<file path="src/hdl/format_directive_expander_macros.svh">
// Assertion macros shared by the format directive expander modules
`ifndef FORMAT_DIRECTIVE_EXPANDER_MACROS_SVH
`define FORMAT_DIRECTIVE_EXPANDER_MACROS_SVH

`ifndef SYNTHESIS
`define FDE_ASSERT_SAME(lbl, ante, cons, msg) \
  lbl: assert property (@(posedge clk) disable iff (!rst_n) (ante) |-> (cons)) else $error(msg);
`define FDE_ASSERT_NEXT(lbl, ante, cons, msg) \
  lbl: assert property (@(posedge clk) disable iff (!rst_n) (ante) |=> (cons)) else $error(msg);
`else
`define FDE_ASSERT_SAME(lbl, ante, cons, msg)
`define FDE_ASSERT_NEXT(lbl, ante, cons, msg)
`endif

`endif

</file>
<file path="src/hdl/fde_pkg.sv">
// Types, constants and helper functions of the format directive expander
package fde_pkg;

  localparam int ARG_WIDTH_DEF = 32;
  localparam int CHAR_W        = 8;
  localparam int WORD_W        = 32;
  localparam int IN_DATA_W     = CHAR_W + WORD_W;
  localparam int OUT_DATA_W    = CHAR_W + WORD_W;
  localparam int DIGIT_W       = 4;

  localparam logic [CHAR_W-1:0] CHAR_PERCENT = 8'h25;
  localparam logic [CHAR_W-1:0] CHAR_B       = 8'h62;
  localparam logic [CHAR_W-1:0] CHAR_C       = 8'h63;
  localparam logic [CHAR_W-1:0] CHAR_D       = 8'h64;
  localparam logic [CHAR_W-1:0] CHAR_X       = 8'h78;
  localparam logic [CHAR_W-1:0] CHAR_P       = 8'h70;
  localparam logic [CHAR_W-1:0] CHAR_ZERO    = 8'h30;
  localparam logic [CHAR_W-1:0] CHAR_ALPHA   = 8'h37;

  localparam logic [WORD_W-1:0] RECIP10      = 32'hCCCCCCCD;
  localparam int                RECIP10_SH   = 35;

  typedef enum logic [1:0] {
    ST_IDLE,
    ST_CONV,
    ST_EMIT,
    ST_ESC
  } fde_state_t;

  typedef enum logic [2:0] {
    CLS_PERCENT,
    CLS_BIN,
    CLS_DEC,
    CLS_HEX,
    CLS_CHR,
    CLS_OTHER
  } fde_cls_t;

  typedef enum logic [1:0] {
    BASE_2,
    BASE_10,
    BASE_16
  } fde_base_t;

  typedef enum logic [2:0] {
    SRC_NONE,
    SRC_FMT,
    SRC_ARG,
    SRC_PCT,
    SRC_HELD,
    SRC_DIGIT
  } fde_src_t;

  typedef struct packed {
    fde_src_t src;
    logic     last;
    logic     load;
    logic     conv;
    logic     pop;
  } fde_cmd_t;

  typedef struct packed {
    fde_cls_t cls;
    logic     quot_zero;
    logic     idx_one;
    logic     out_free;
  } fde_sts_t;

  function automatic fde_cls_t classify(input logic [CHAR_W-1:0] ch);
    fde_cls_t c;
    case (ch)
      CHAR_PERCENT: c = CLS_PERCENT;
      CHAR_B:       c = CLS_BIN;
      CHAR_D:       c = CLS_DEC;
      CHAR_X:       c = CLS_HEX;
      CHAR_P:       c = CLS_HEX;
      CHAR_C:       c = CLS_CHR;
      default:      c = CLS_OTHER;
    endcase
    return c;
  endfunction

  function automatic logic [CHAR_W-1:0] digit_char(input logic [DIGIT_W-1:0] d);
    logic [CHAR_W-1:0] r;
    if (d < 4'd10) begin
      r = CHAR_ZERO + {4'b0, d};
    end else begin
      r = CHAR_ALPHA + {4'b0, d};
    end
    return r;
  endfunction

endpackage

</file>
<file path="src/hdl/fde_ctrl.sv">
// Controller state machine of the format directive expander
`include "format_directive_expander_macros.svh"
module fde_ctrl (
  input  logic            clk,
  input  logic            rst_n,
  input  logic            in_tvalid,
  output logic            in_tready,
  input  fde_pkg::fde_sts_t sts,
  output fde_pkg::fde_cmd_t cmd
);
  import fde_pkg::*;

  fde_state_t state_r, state_nxt;
  logic       pend_r, pend_nxt;
  logic       acc;

  always_ff @(posedge clk) begin
    if (!rst_n) begin
      state_r <= ST_IDLE;
      pend_r  <= 1'b0;
    end else begin
      state_r <= state_nxt;
      pend_r  <= pend_nxt;
    end
  end

  always_comb begin
    state_nxt = state_r;
    pend_nxt  = pend_r;
    in_tready = 1'b0;
    acc       = 1'b0;
    cmd       = '{src: SRC_NONE, last: 1'b0, load: 1'b0, conv: 1'b0, pop: 1'b0};
    case (state_r)
      ST_IDLE: begin
        in_tready = sts.out_free;
        acc       = in_tvalid && sts.out_free;
        if (acc) begin
          if (!pend_r) begin
            if (sts.cls == CLS_PERCENT) begin
              pend_nxt = 1'b1;
            end else begin
              cmd.src  = SRC_FMT;
              cmd.last = 1'b1;
            end
          end else begin
            pend_nxt = 1'b0;
            case (sts.cls)
              CLS_BIN, CLS_DEC, CLS_HEX: begin
                cmd.load  = 1'b1;
                state_nxt = ST_CONV;
              end
              CLS_CHR: begin
                cmd.src  = SRC_ARG;
                cmd.last = 1'b1;
              end
              CLS_PERCENT: begin
                cmd.src  = SRC_PCT;
                cmd.last = 1'b1;
              end
              default: begin
                cmd.src   = SRC_PCT;
                cmd.load  = 1'b1;
                state_nxt = ST_ESC;
              end
            endcase
          end
        end
      end
      ST_CONV: begin
        cmd.conv = 1'b1;
        if (sts.quot_zero) begin
          state_nxt = ST_EMIT;
        end
      end
      ST_EMIT: begin
        if (sts.out_free) begin
          cmd.src  = SRC_DIGIT;
          cmd.last = sts.idx_one;
          cmd.pop  = 1'b1;
          if (sts.idx_one) begin
            state_nxt = ST_IDLE;
          end
        end
      end
      ST_ESC: begin
        if (sts.out_free) begin
          cmd.src   = SRC_HELD;
          cmd.last  = 1'b1;
          state_nxt = ST_IDLE;
        end
      end
      default: begin
        state_nxt = ST_IDLE;
      end
    endcase
  end

  `FDE_ASSERT_SAME(a_ready_idle, in_tready, state_r == ST_IDLE && sts.out_free, "ready outside idle")
  `FDE_ASSERT_NEXT(a_conv_done, state_r == ST_CONV && sts.quot_zero, state_r == ST_EMIT, "conversion did not finish")
  `FDE_ASSERT_NEXT(a_pend_clear, acc && pend_r, !pend_r, "pending percent not cleared")
endmodule

</file>
<file path="config.mk">
export PLATFORM = sky130hd
export DESIGN_NAME = fde_ctrl
export DESIGN_NICKNAME = d
export VERILOG_FILES = /design/src/hdl/fde_pkg.sv /design/src/hdl/fde_ctrl.sv
export VERILOG_INCLUDE_DIRS = /design/src /design/src/hdl
export SDC_FILE = /design/constraint.sdc
export NUM_CORES = 1
export LEC_CHECK = 0
export BUFFER_PORTS_ARGS = -buffer_cell sky130_fd_sc_hd__buf_2
export CORE_AREA = 5 5 42 44
export CTS_CLUSTER_SIZE = 10
export DETAILED_ROUTE_END_ITERATION = 12
export DIE_AREA = 0 0 47 49
export PLACE_DENSITY = 0.42
export SYNTH_ARGS = -nofsm -noshare
export SYNTH_HDL_FRONTEND = slang
export SYNTH_SLANG_ARGS = --single-unit
</file>
<file path="constraint.sdc">
create_clock -name clk -period 1.26 [get_ports clk]
set_input_delay 0.252 -clock clk [delete_from_list [all_inputs] [get_ports clk]]
set_output_delay 0.252 -clock clk [all_outputs]
set_load 0.02 [all_outputs]
</file>
==> Yosys cells after proc, flatten, opt, wreduce, memory -nomap -nowiden <==
Cells that the tools add are included.
{ "totals": {"output_inout_bits": 8, "regBits": 3, "word_cells": 48, "inputBits": 9} }
{ "classes": {"muxes": 25, "n_eq_ne": 14, "reduce_logical": 7} }
{ "op_table": {"columns": ["op", "count"], "rows": [
  ["$mux W2", 7],
  ["$ne A2 B2 Y1 const B", 7],
  ["$pmux W4 S3", 1],
  ["$mux W1", 10],
  ["$mux W4", 2],
  ["$pmux W2 S2", 2],
  ["$pmux W2 S4", 1],
  ["$reduce_and A7 Y1", 1],
  ["$eq A3 B2 Y1 const B", 2],
  ["$mux W5", 1],
  ["$eq A2 B2 Y1 const B", 2],
  ["$eq A3 B1 Y1 const B", 1],
  ["$eq A3 B3 Y1 const B", 1],
  ["$logic_not A3 Y1", 1],
  ["$mux W3", 1],
  ["$reduce_or A3 Y1", 1],
  ["$eq A2 B1 Y1 const B", 1],
  ["$logic_not A2 Y1", 1],
  ["$reduce_and A2 Y1", 1],
  ["$reduce_or A2 Y1", 1],
  ["$logic_and A1 B1 Y1", 1]
]} }

==> Depth between registers and ports, before layout <==
Gate-level depths: netlist of run 1.
{ "depth": {"depth_word": 6, "mapped_depth": 4} }

==> Worst setup path after synthesis of run 1 <==
Ideal clock, no wire load.
{ "synth_path": {"kind": "register to output", "start": "reg state_r[1]", "end": "out cmd[4] (netlist name)", "arrival_ns": 1.248, "n_path_buf": 0, "required_ns": 1.008, "slack_ns": -0.240, "path_stages_with_launch": 4, "cell_sequence": "dfxtp_1 > nor4bb_4 > o21ai_0 > o22ai_1"} }
{ "synth_lines": {"columns": ["element", "line", "text"], "rows": [
  ["from (decl)", "fde_ctrl.sv:13", "fde_state_t state_r, state_nxt;"],
  ["from (signal assigned)", "fde_ctrl.sv:22", "state_r <= state_nxt;"],
  ["to (decl)", "fde_ctrl.sv:9", "output fde_pkg::fde_cmd_t cmd"]
]} }

==> impl_metrics.env, run 1 <==
export IMPL_status="complete, but fails checks"
export IMPL_failed_checks="negative setup slack"
export IMPL_drive_gt1_share_pct=64.2
export IMPL_synth_flop_cell="dfxtp_1"
export IMPL_diodes=0
export IMPL_nets=77
export IMPL_holdWs_ps=262
export IMPL_grt_pass1_vias=373
export IMPL_die_x_um=47
export IMPL_grt_antenna_before_repair=0
export IMPL_clkPwrFrac_pct=47.7
export IMPL_die_h_um=49
export IMPL_ioPinCount=17
export IMPL_synth_edf_count=0
export IMPL_relSlewSlack_pct=83.3
export IMPL_yosysSeqAreaShare_pct=22.5
export IMPL_yosys_register_bits=3
export IMPL_p_per_area_nw_per_um2=607
export IMPL_synth_top_area_cell="dfxtp_1"
export IMPL_port_buffers=16
export IMPL_max_freq_ghz=0.635
export IMPL_required_ps=1010
export IMPL_power_static_leakage_nw=0.317
export IMPL_setup_viol=9
export IMPL_startpoint_type="flip-flop"
export IMPL_dpl_hpwl_um=688
export IMPL_grt_max_degree=9
export IMPL_hp_class="in2reg"
export IMPL_routed_wl_um=943
export IMPL_post_route_period_util_pct=125
export IMPL_detail_route_wl_per_cell_um=11.4
export IMPL_worst_pin_slew_ps=247
export IMPL_first_iter_violations=6
export IMPL_dieArea_um2=2300
export IMPL_grt_pass1_wl_mm=1.45
export IMPL_insertion_delay_ps=230
export IMPL_p_int_w=0.000264
export IMPL_rows=14
export IMPL_synthesis_instances=34
export IMPL_gp_congestion=0.639
export IMPL_viasPerCell=4.59
export IMPL_fin_crit_ps=1570
export IMPL_max_cap_violations=0
export IMPL_core_area_um2=1400
export IMPL_rsz0062_at_grt="yes"
export IMPL_dr_pass1_iters=3
export IMPL_slew_viol_final=0
export IMPL_ys_types=21
export IMPL_synth_common_cells="nor2_1 (4), o21ai_0 (4), dfxtp_1 (3), nand2_1 (3)"
export IMPL_arrival_ps=1320
export IMPL_finalPower_w=0.000354
export IMPL_cts_tree="done"
export IMPL_end_kind="primary output"
export IMPL_vias=381
export IMPL_final_cell_area_um2=584
export IMPL_synth_area_um2=267
export IMPL_start_util_pct=19.0
export IMPL_ant_nets=0
export IMPL_fin_skew_ps=1.93
export IMPL_crit_type="reg2out"
export IMPL_grt_usage_pct=8.58
export IMPL_ys_async_sr_fraction_pct=0
export IMPL_hold_viol=0
export IMPL_syn2layout_area_growth_pct=119
export IMPL_seqPwrFrac_pct=27.7
export IMPL_cts_buffer_depth=2
export IMPL_cts_sinks=3
export IMPL_root_buffer="clkbuf_4"
export IMPL_numCtsBuffers=3
export IMPL_syn_area_per_cell_um2=7.84
export IMPL_drc=0
export IMPL_synth_area_top_cells="dfxtp_1 (23%), nor4bb_4 (9.4%), o21ai_0 (7.5%)"
export IMPL_synth_top_area_share_pct=22.5
export IMPL_setup_slack_ps=-314
export IMPL_power_frac_comb_pct=24.6
export IMPL_syn_num_nets=43
export IMPL_overflow=0
export IMPL_synth_warnings=0
export IMPL_dp_slack_ps=-241
export IMPL_critPathMaxFanout=6
export IMPL_path_clk_slew_ps=40
export IMPL_switching_share_pct=25.5
export IMPL_p_sw_w=0.0000905
export IMPL_placed_area_um2=438
export IMPL_cts_htree_levels=1
export IMPL_ir_worst_vdd_v=0.000745
metal layers:
layer  track usage [%]  up-vias  wire length [µm]
li1                  -      196                 -
met1              9.85      171               398
met2              12.9       14               437
met3              7.38        0               106
met4                 0        0                 0
met5                 0        -                 0
state kept, by name, summed over array words and instances (netlist names):
signal / count
pend_r: 1
state_r: 2
kinds of logic (layout without fill, tap and decap cells):
group,after synthesis,after routing,synth area share [%]
AND/OR/NAND/NOR,18,18,46.5
AO/OA/AOI/OAI,11,11,28.2
buffers and inverters,2,35,2.82
flip-flops,3,3,22.5
final cells by class:
cell class	count	area, µm²
Fill cell	169	817
Multi-Input combinational cell	29	236
Timing Repair Buffer	29	231
Sequential cell	3	62.6
Clock buffer	4	26.3
Tap cell	16	20.0
Inverter	2	7.51
placed cells by master, fill, tap and decap left out:
master | netlist | final
a21boi_0 | 1 | 1
a22oi_1 | 1 | 1
and2_1 | 1 | 1
and2b_1 | 1 | 1
and3_1 | 1 | 1
and3b_2 | 0 | 1
buf_2 | 0 | 8
buf_4 | 0 | 12
buf_6 | 0 | 9
clkbuf_1 | 0 | 1
clkbuf_4 | 0 | 3
dfxtp_1 | 3 | 1
dfxtp_2 | 0 | 2
inv_1 | 2 | 1
inv_2 | 0 | 1
nand2_1 | 3 | 2
nand2_4 | 0 | 1
nand2b_4 | 0 | 1
nand3b_1 | 1 | 1
nand4b_1 | 1 | 1
nor2_1 | 4 | 4
nor3b_1 | 2 | 1
nor3b_2 | 0 | 1
nor4bb_4 | 1 | 1
o211a_1 | 1 | 1
o21a_1 | 1 | 1
o21ai_0 | 4 | 3
o21ai_2 | 0 | 1
o22ai_2 | 0 | 2
o311a_1 | 1 | 1
or3_1 | 1 | 1
critical path, cell delays in order (launching register included):
cell and delay, ps:
dfxtp_2 330, nor4bb_4 260, buf_4 180, and3b_2 200
buf_6 120
final timing paths:
path                                 start          to  slack (ps)  cells past startpoint
worst max-delay path            state_r[0]      cmd[2]        -310                      4
worst min-delay path                 rst_n      pend_r         260                      2
worst max register to register  state_r[1]  state_r[0]        -150                      6
worst min register to register      pend_r  state_r[1]         610                      2
metrics by stage:
step,instances,setup TNS [ps],util [%]
detailed placement,73,-649,31.3
CTS,81,-1620,39.9
global placement,73,-650,31.3
global route,83,-2200,41.7
floorplan,34,-131,-
finish,83,-1760,41.7
power by group through the flow:
stage	logic (W)	clock network, W	registers, W
floorplan	0.0000346	0	0.0000996
global placement	0.0000761	0	0.0000995
detailed placement	0.0000763	0	0.0000995
CTS	0.0000874	0.000177	0.0000981
global route	0.0000951	0.000192	0.0000981
finish	0.0000873	0.000169	0.0000982
repair_timing:
item | CTS | global route
pin swaps | 2 | 3
gates resized for setup | 20 | 3
hold buffers | 0 | 0
buffers inserted | 4 | 3
endpoints found under the hold margin | 0 | 0
cloned | 0 | 0
endpoints found under the setup margin | 9 | 9
No activity file was read; power rests on OpenSTA's default activity.
==> run 2: changes to the inputs <==
--- a/config.mk
+++ b/config.mk
@@ -11,7 +11,7 @@
 export CTS_CLUSTER_SIZE = 10
 export DETAILED_ROUTE_END_ITERATION = 12
 export DIE_AREA = 0 0 47 49
-export PLACE_DENSITY = 0.42
+export PLACE_DENSITY = 0.41
 export SYNTH_ARGS = -nofsm -noshare
 export SYNTH_HDL_FRONTEND = slang
 export SYNTH_SLANG_ARGS = --single-unit
==> constraint.sdc (replaced) <==
create_clock -name clk -period 1.5 [get_ports clk]
set_input_delay 0.3 -clock clk [delete_from_list [all_inputs] [get_ports clk]]
set_output_delay 0.3 -clock clk [all_outputs]
set_load 0.02 [all_outputs]
==> run 2 against run 1 <==
- the run still ends with negative setup slack left
- non-clock buffer count decreased by 4
- highest routed layer is now met4
- register-to-register slack improved by 200 ps
- count of clock-buffer cells in the layout unchanged
- largest power group unchanged
==> impl_metrics.env, run 2 (synthesis results as in run 1) <==
export IMPL_hp_start="rst_n"
export IMPL_hold_viol=0
export IMPL_hold_end="pend_r"
export IMPL_overflow=0
export IMPL_path_clk_slew_ps=40
export IMPL_power_static_leakage_nw=0.274
export IMPL_largest_reg_flops=2
export IMPL_dpl_hpwl_um=634
export IMPL_ir_worst_vdd_v=0.000245
export IMPL_cts_hold_buffers=0
export IMPL_start_util_pct=19.0
export IMPL_die_x_um=47
export IMPL_max_cap_violations=0
export IMPL_detail_route_wl_per_cell_um=10.5
export IMPL_worst_pin_slew_ps=232
export IMPL_r2r_end="state_r[0]"
export IMPL_ant_nets=0
export IMPL_hold_depth=2
export IMPL_regToRegStartpoint="state_r[1]"
export IMPL_critPathMaxFanout=5
export IMPL_gp_congestion=0.624
export IMPL_setup_viol=4
export IMPL_crit_type="reg2out"
export IMPL_final_cell_area_um2=492
export IMPL_end_kind="primary output"
export IMPL_viasPerCell=4.51
export IMPL_vias=356
export IMPL_dp_slack_ps=-124
export IMPL_reg2regPathDepth=6
export IMPL_core_area_um2=1400
export IMPL_status="complete, but fails checks"
export IMPL_drive_gt1_share_pct=52.4
export IMPL_p_per_area_nw_per_um2=594
export IMPL_grt_max_degree=9
export IMPL_insertion_delay_ps=240
export IMPL_arrival_ps=1360
export IMPL_nets=73
export IMPL_die_h_um=49
export IMPL_fill_cells=174
export IMPL_rsz0062_at_grt="yes"
export IMPL_relSlewSlack_pct=84.4
export IMPL_final_common_cell="buf_4"
export IMPL_layout_common_cells="buf_4 (12), buf_2 (11), nor2_1 (4)"
export IMPL_required_ps=1200
export IMPL_largestRegisters="state_r: 2 flops, pend_r: 1 flops"
export IMPL_numCtsBuffers=3
export IMPL_grt_usage_pct=8.78
export IMPL_dr_pass1_iters=3
export IMPL_root_buffer="clkbuf_4"
export IMPL_failed_checks="negative setup slack"
export IMPL_placed_area_um2=419
export IMPL_fin_crit_ps=1660
export IMPL_hp_class="in2reg"
export IMPL_startpoint_type="flip-flop"
export IMPL_grt_pass1_wl_mm=1.45
export IMPL_port_buffers=16
export IMPL_first_iter_violations=3
export IMPL_cts_buffer_depth=2
export IMPL_dieArea_um2=2300
export IMPL_grt_pass1_vias=382
export IMPL_cts_sinks=3
export IMPL_slew_viol_final=0
export IMPL_ioPinCount=17
export IMPL_syn2layout_area_growth_pct=84.5
export IMPL_diodes=0
export IMPL_setup_slack_ps=-156
export IMPL_drc=0
export IMPL_rows=14
export IMPL_cts_htree_levels=1
export IMPL_max_freq_ghz=0.604
export IMPL_rrSetupSlack_ps=50
export IMPL_fin_skew_ps=5.81
export IMPL_cts_tree="done"
export IMPL_largest_register="state_r"
export IMPL_post_route_period_util_pct=110
export IMPL_routed_wl_um=833
export IMPL_grt_antenna_before_repair=0
## run 2: cell types whose count changed in the layout (fill, tap and decap cells not counted), moves of 2 or more
| cell | change |
|---|---|
| o22ai_1 | +2 |
| buf_2 | +3 |
| buf_6 | -7 |
| o22ai_2 | -2 |
## run 2: stage by stage
| stage | power [W] | setup TNS [ps] | utilization, % | cells | hold slack, ps |
|---|---|---|---|---|---|
| 2_1_floorplan | 0.000109 | -79.4 | - | 34 | 417 |
| 3_3_place_gp | 0.000142 | -167 | 29.9 | 73 | 544 |
| 5_1_grt | 0.000314 | -786 | 35.1 | 79 | 292 |
| 6_report | 0.000292 | -445 | 35.1 | 79 | 301 |
| 4_1_cts | 0.000296 | -499 | 33.7 | 78 | 292 |
| 3_5_place_dp | 0.000141 | -223 | 29.9 | 73 | 538 |
## run 2: timing repair
item	in CTS	in global routing
endpoints found under the setup margin	4	7
pin swaps	2	1
resized for setup	8	4
gates cloned	0	0
setup buffers	1	1
hold endpoints to repair	0	0
## run 2: how the worst max path moves through the flow
| stage | from | to | slack [ps] | cells after the start |
|---|---|---|---|---|
| 4_1_cts | state_r[0] | cmd[2] | -170 | 4 |
| 3_3_place_gp | sts[5] | cmd[4] | -90 | 5 |
| 5_1_grt | state_r[1] | cmd[2] | -220 | 4 |
| 6_report | state_r[1] | cmd[2] | -160 | 4 |
| 2_1_floorplan | state_r[1] | cmd[4] | -50 | 3 |
| 3_5_place_dp | sts[5] | cmd[4] | -120 | 5 |
## run 2: critical path, stage by stage (launching register included)
cell and delay, ps:
dfxtp_2 330, nor4bb_4 310, buf_4 180, and3b_2 190, buf_6 110
## run 2: layout make-up
type | instances | area, µm² | area share [%]
Clock buffer | 4 | 26.3 | 5.34
Inverter | 2 | 7.51 | 1.53
Multi-Input combinational cell | 29 | 208 | 42.2
Sequential cell | 3 | 62.6 | 12.7
Tap cell | 16 | 20.0 | 4.07
Timing Repair Buffer | 25 | 168 | 34.1
## run 2: where the power goes
part	switching, W	internal [W]	total (W)
sequential	0.00000118	0.0000810	0.0000822
clock	0.0000463	0.000100	0.000146
combinational	0.0000287	0.0000346	0.0000634
total	0.0000762	0.000216	0.000292
## run 2: per-layer routing
layer	share of wire (%)	GRT usage (%)	up-vias
li1	-	-	187
met1	43	10.5	154
met2	46	12.4	13
met3	9.6	4.80	2
met4	0.72	4.15	0
met5	0	0	-
==> run 3: changes to the inputs <==
--- a/config.mk
+++ b/config.mk
@@ -7,11 +7,15 @@
 export NUM_CORES = 1
 export LEC_CHECK = 0
 export BUFFER_PORTS_ARGS = -buffer_cell sky130_fd_sc_hd__buf_2
+export CELL_PAD_IN_SITES_DETAIL_PLACEMENT = 0
+export CELL_PAD_IN_SITES_GLOBAL_PLACEMENT = 1
 export CORE_AREA = 5 5 42 44
 export CTS_CLUSTER_SIZE = 10
 export DETAILED_ROUTE_END_ITERATION = 12
 export DIE_AREA = 0 0 47 49
-export PLACE_DENSITY = 0.41
+export PLACE_DENSITY = 0.56
+export REMOVE_ABC_BUFFERS = 1
+export SLEW_MARGIN = 0
 export SYNTH_ARGS = -nofsm -noshare
 export SYNTH_HDL_FRONTEND = slang
 export SYNTH_SLANG_ARGS = --single-unit
==> run 3 against run 2 <==
- the flow still finishes with violations (negative setup slack)
- maximum frequency grew 1.2%
- sequential share of layout area fell by 0.53 points
- count of clock-buffer cells in the layout unchanged
- wire length increased by 4.0%
- critical path type unchanged
==> impl_metrics.env, run 3 (synthesis results as in run 1) <==
export IMPL_status="complete, but fails checks"
export IMPL_failed_checks="negative setup slack"
export IMPL_fill_cells=171
export IMPL_largestRegisters="state_r: 2 flops, pend_r: 1 flops"
export IMPL_cts_buffer_depth=2
export IMPL_layoutNonFillerInstCount=81
export IMPL_worst_pin_slew_ps=230
export IMPL_power_static_leakage_nw=0.283
export IMPL_arrival_ps=1340
export IMPL_hp_class="in2reg"
export IMPL_vias=367
export IMPL_rows=14
export IMPL_overflow=0
export IMPL_largest_reg_flops=2
export IMPL_diodes=0
export IMPL_detail_route_wl_per_cell_um=10.7
export IMPL_syn2layout_area_growth_pct=88.7
export IMPL_cts_htree_levels=1
export IMPL_viasPerCell=4.53
export IMPL_required_ps=1200
export IMPL_p_int_w=0.000220
export IMPL_seq_area_um2=61.3
export IMPL_largest_register="state_r"
export IMPL_multiInputGateArea_um2=208
export IMPL_grt_pass1_wl_mm=1.50
export IMPL_route_met2_wl_um=478
export IMPL_root_buffer="clkbuf_4"
export IMPL_layout_common_cells="buf_4 (13), buf_2 (12), nor2_1 (4)"
export IMPL_clkPwrFrac_pct=48.2
export IMPL_grt_pass1_vias=379
export IMPL_setup_viol=4
export IMPL_fin_crit_ps=1640
export IMPL_place_inst=75
export IMPL_grt_max_degree=9
export IMPL_fin_skew_ps=0.849
export IMPL_seqPwrFrac_pct=28.1
export IMPL_power_frac_comb_pct=23.7
export IMPL_grt_antenna_before_repair=0
export IMPL_dpl_hpwl_um=721
export IMPL_rrSetupSlack_ps=100
export IMPL_core_area_um2=1400
export IMPL_fin_setup_tns_ps=-365
export IMPL_routed_wl_um=866
export IMPL_cpPeakStageDelay_ps=320
export IMPL_crit_type="reg2out"
export IMPL_rsz0062_at_grt="yes"
export IMPL_routed_top_layer="met3"
export IMPL_wl_met3_um=52
export IMPL_relSlewSlack_pct=84.6
export IMPL_slew_viol_final=0
export IMPL_first_iter_violations=1
export IMPL_wl_met1_um=335
export IMPL_die_h_um=49
export IMPL_cts_sinks=3
export IMPL_drc=0
export IMPL_p_sw_w=0.0000724
export IMPL_start_util_pct=19.0
export IMPL_insertion_delay_ps=230
export IMPL_ioPinCount=17
export IMPL_port_buffers=16
export IMPL_nets=75
export IMPL_ir_worst_vdd_v=0.000319
export IMPL_crit_chain="nor4bb_4 > buf_4 > and3b_2 > buf_6"
export IMPL_drive_gt1_share_pct=52.3
export IMPL_cp_slowest_cell="dfxtp_2"
export IMPL_path_clk_slew_ps=40
export IMPL_gp_congestion=0.720
export IMPL_die_x_um=47
export IMPL_dr_pass1_iters=4
export IMPL_cts_tree="done"
export IMPL_grt_usage_pct=8.66
export IMPL_numCtsBuffers=3
export IMPL_final_cell_area_um2=503
export IMPL_hold_viol=0
export IMPL_max_cap_violations=0
export IMPL_ant_nets=0
export IMPL_switching_share_pct=24.8
export IMPL_p_per_area_nw_per_um2=582
export IMPL_dieArea_um2=2300
export IMPL_placed_area_um2=434
export IMPL_final_common_cell="buf_4"
export IMPL_max_freq_ghz=0.611
export IMPL_critPathMaxFanout=4
export IMPL_setup_slack_ps=-137
export IMPL_post_route_period_util_pct=109
export IMPL_startpoint_type="flip-flop"
export IMPL_end_kind="primary output"
export IMPL_cts_hold_buffers=0
==> run 3: cell count changes in the layout (fill, tap and decap cells not counted), sizes merged <==
cell / before / now
buf: 25 / 27
==> run 3: worst max-delay path: cells and delay by family, from the launching register on <==
family / cells / cell delay, ps
DFF: 1 / 320
buffers and inverters: 2 / 290
and+or+nand+nor: 2 / 500
==> run 3: layout make-up <==
class,instances,area share (%)
clock buffer,4,5.22
inverter,2,1.49
multi-input combinational,29,41.3
sequential,3,12.2
tap,16,3.98
timing repair buffer,27,35.8
==> run 3: final timing paths <==
check                           cells after the start          to       start
worst min-delay path                                2      pend_r       rst_n
worst min register to register                      2  state_r[1]      pend_r
worst max register to register                      6      pend_r  state_r[0]
worst max-delay path                                4      cmd[2]  state_r[0]
==> run 3: per-stage QoR <==
step	hold WS [ps]	utilization (%)	total power [W]	worst slack, ps
6_report	310	35.9	0.000292	-137
4_1_cts	309	35.3	0.000300	-167
2_1_floorplan	417	-	0.000109	-47.9
5_1_grt	321	35.9	0.000314	-210
3_3_place_gp	547	31.0	0.000146	-99.5
3_5_place_dp	556	31.0	0.000147	-132
==> run 3: routing by layer <==
layer	up-vias	global-route usage, %
met5	-	0
met4	0	2.76
met3	0	3.69
met2	10	14.0
met1	168	9.87
li1	189	-
==> run 3: power groups by stage <==
stage	clock [W]	combinational (W)	sequential, W
finish	0.000141	0.0000694	0.0000822
global placement	0	0.0000629	0.0000834
global route	0.000154	0.0000769	0.0000824
floorplan	0	0.0000258	0.0000835
detailed placement	0	0.0000632	0.0000835
CTS	0.000149	0.0000683	0.0000822
==> run 3: what timing repair did <==
item,CTS,global route
buffers inserted,1,1
gates cloned,0,0
endpoints found under the hold margin,0,0
pin swaps,2,0
gates resized for setup,9,1
setup endpoints to repair,4,4
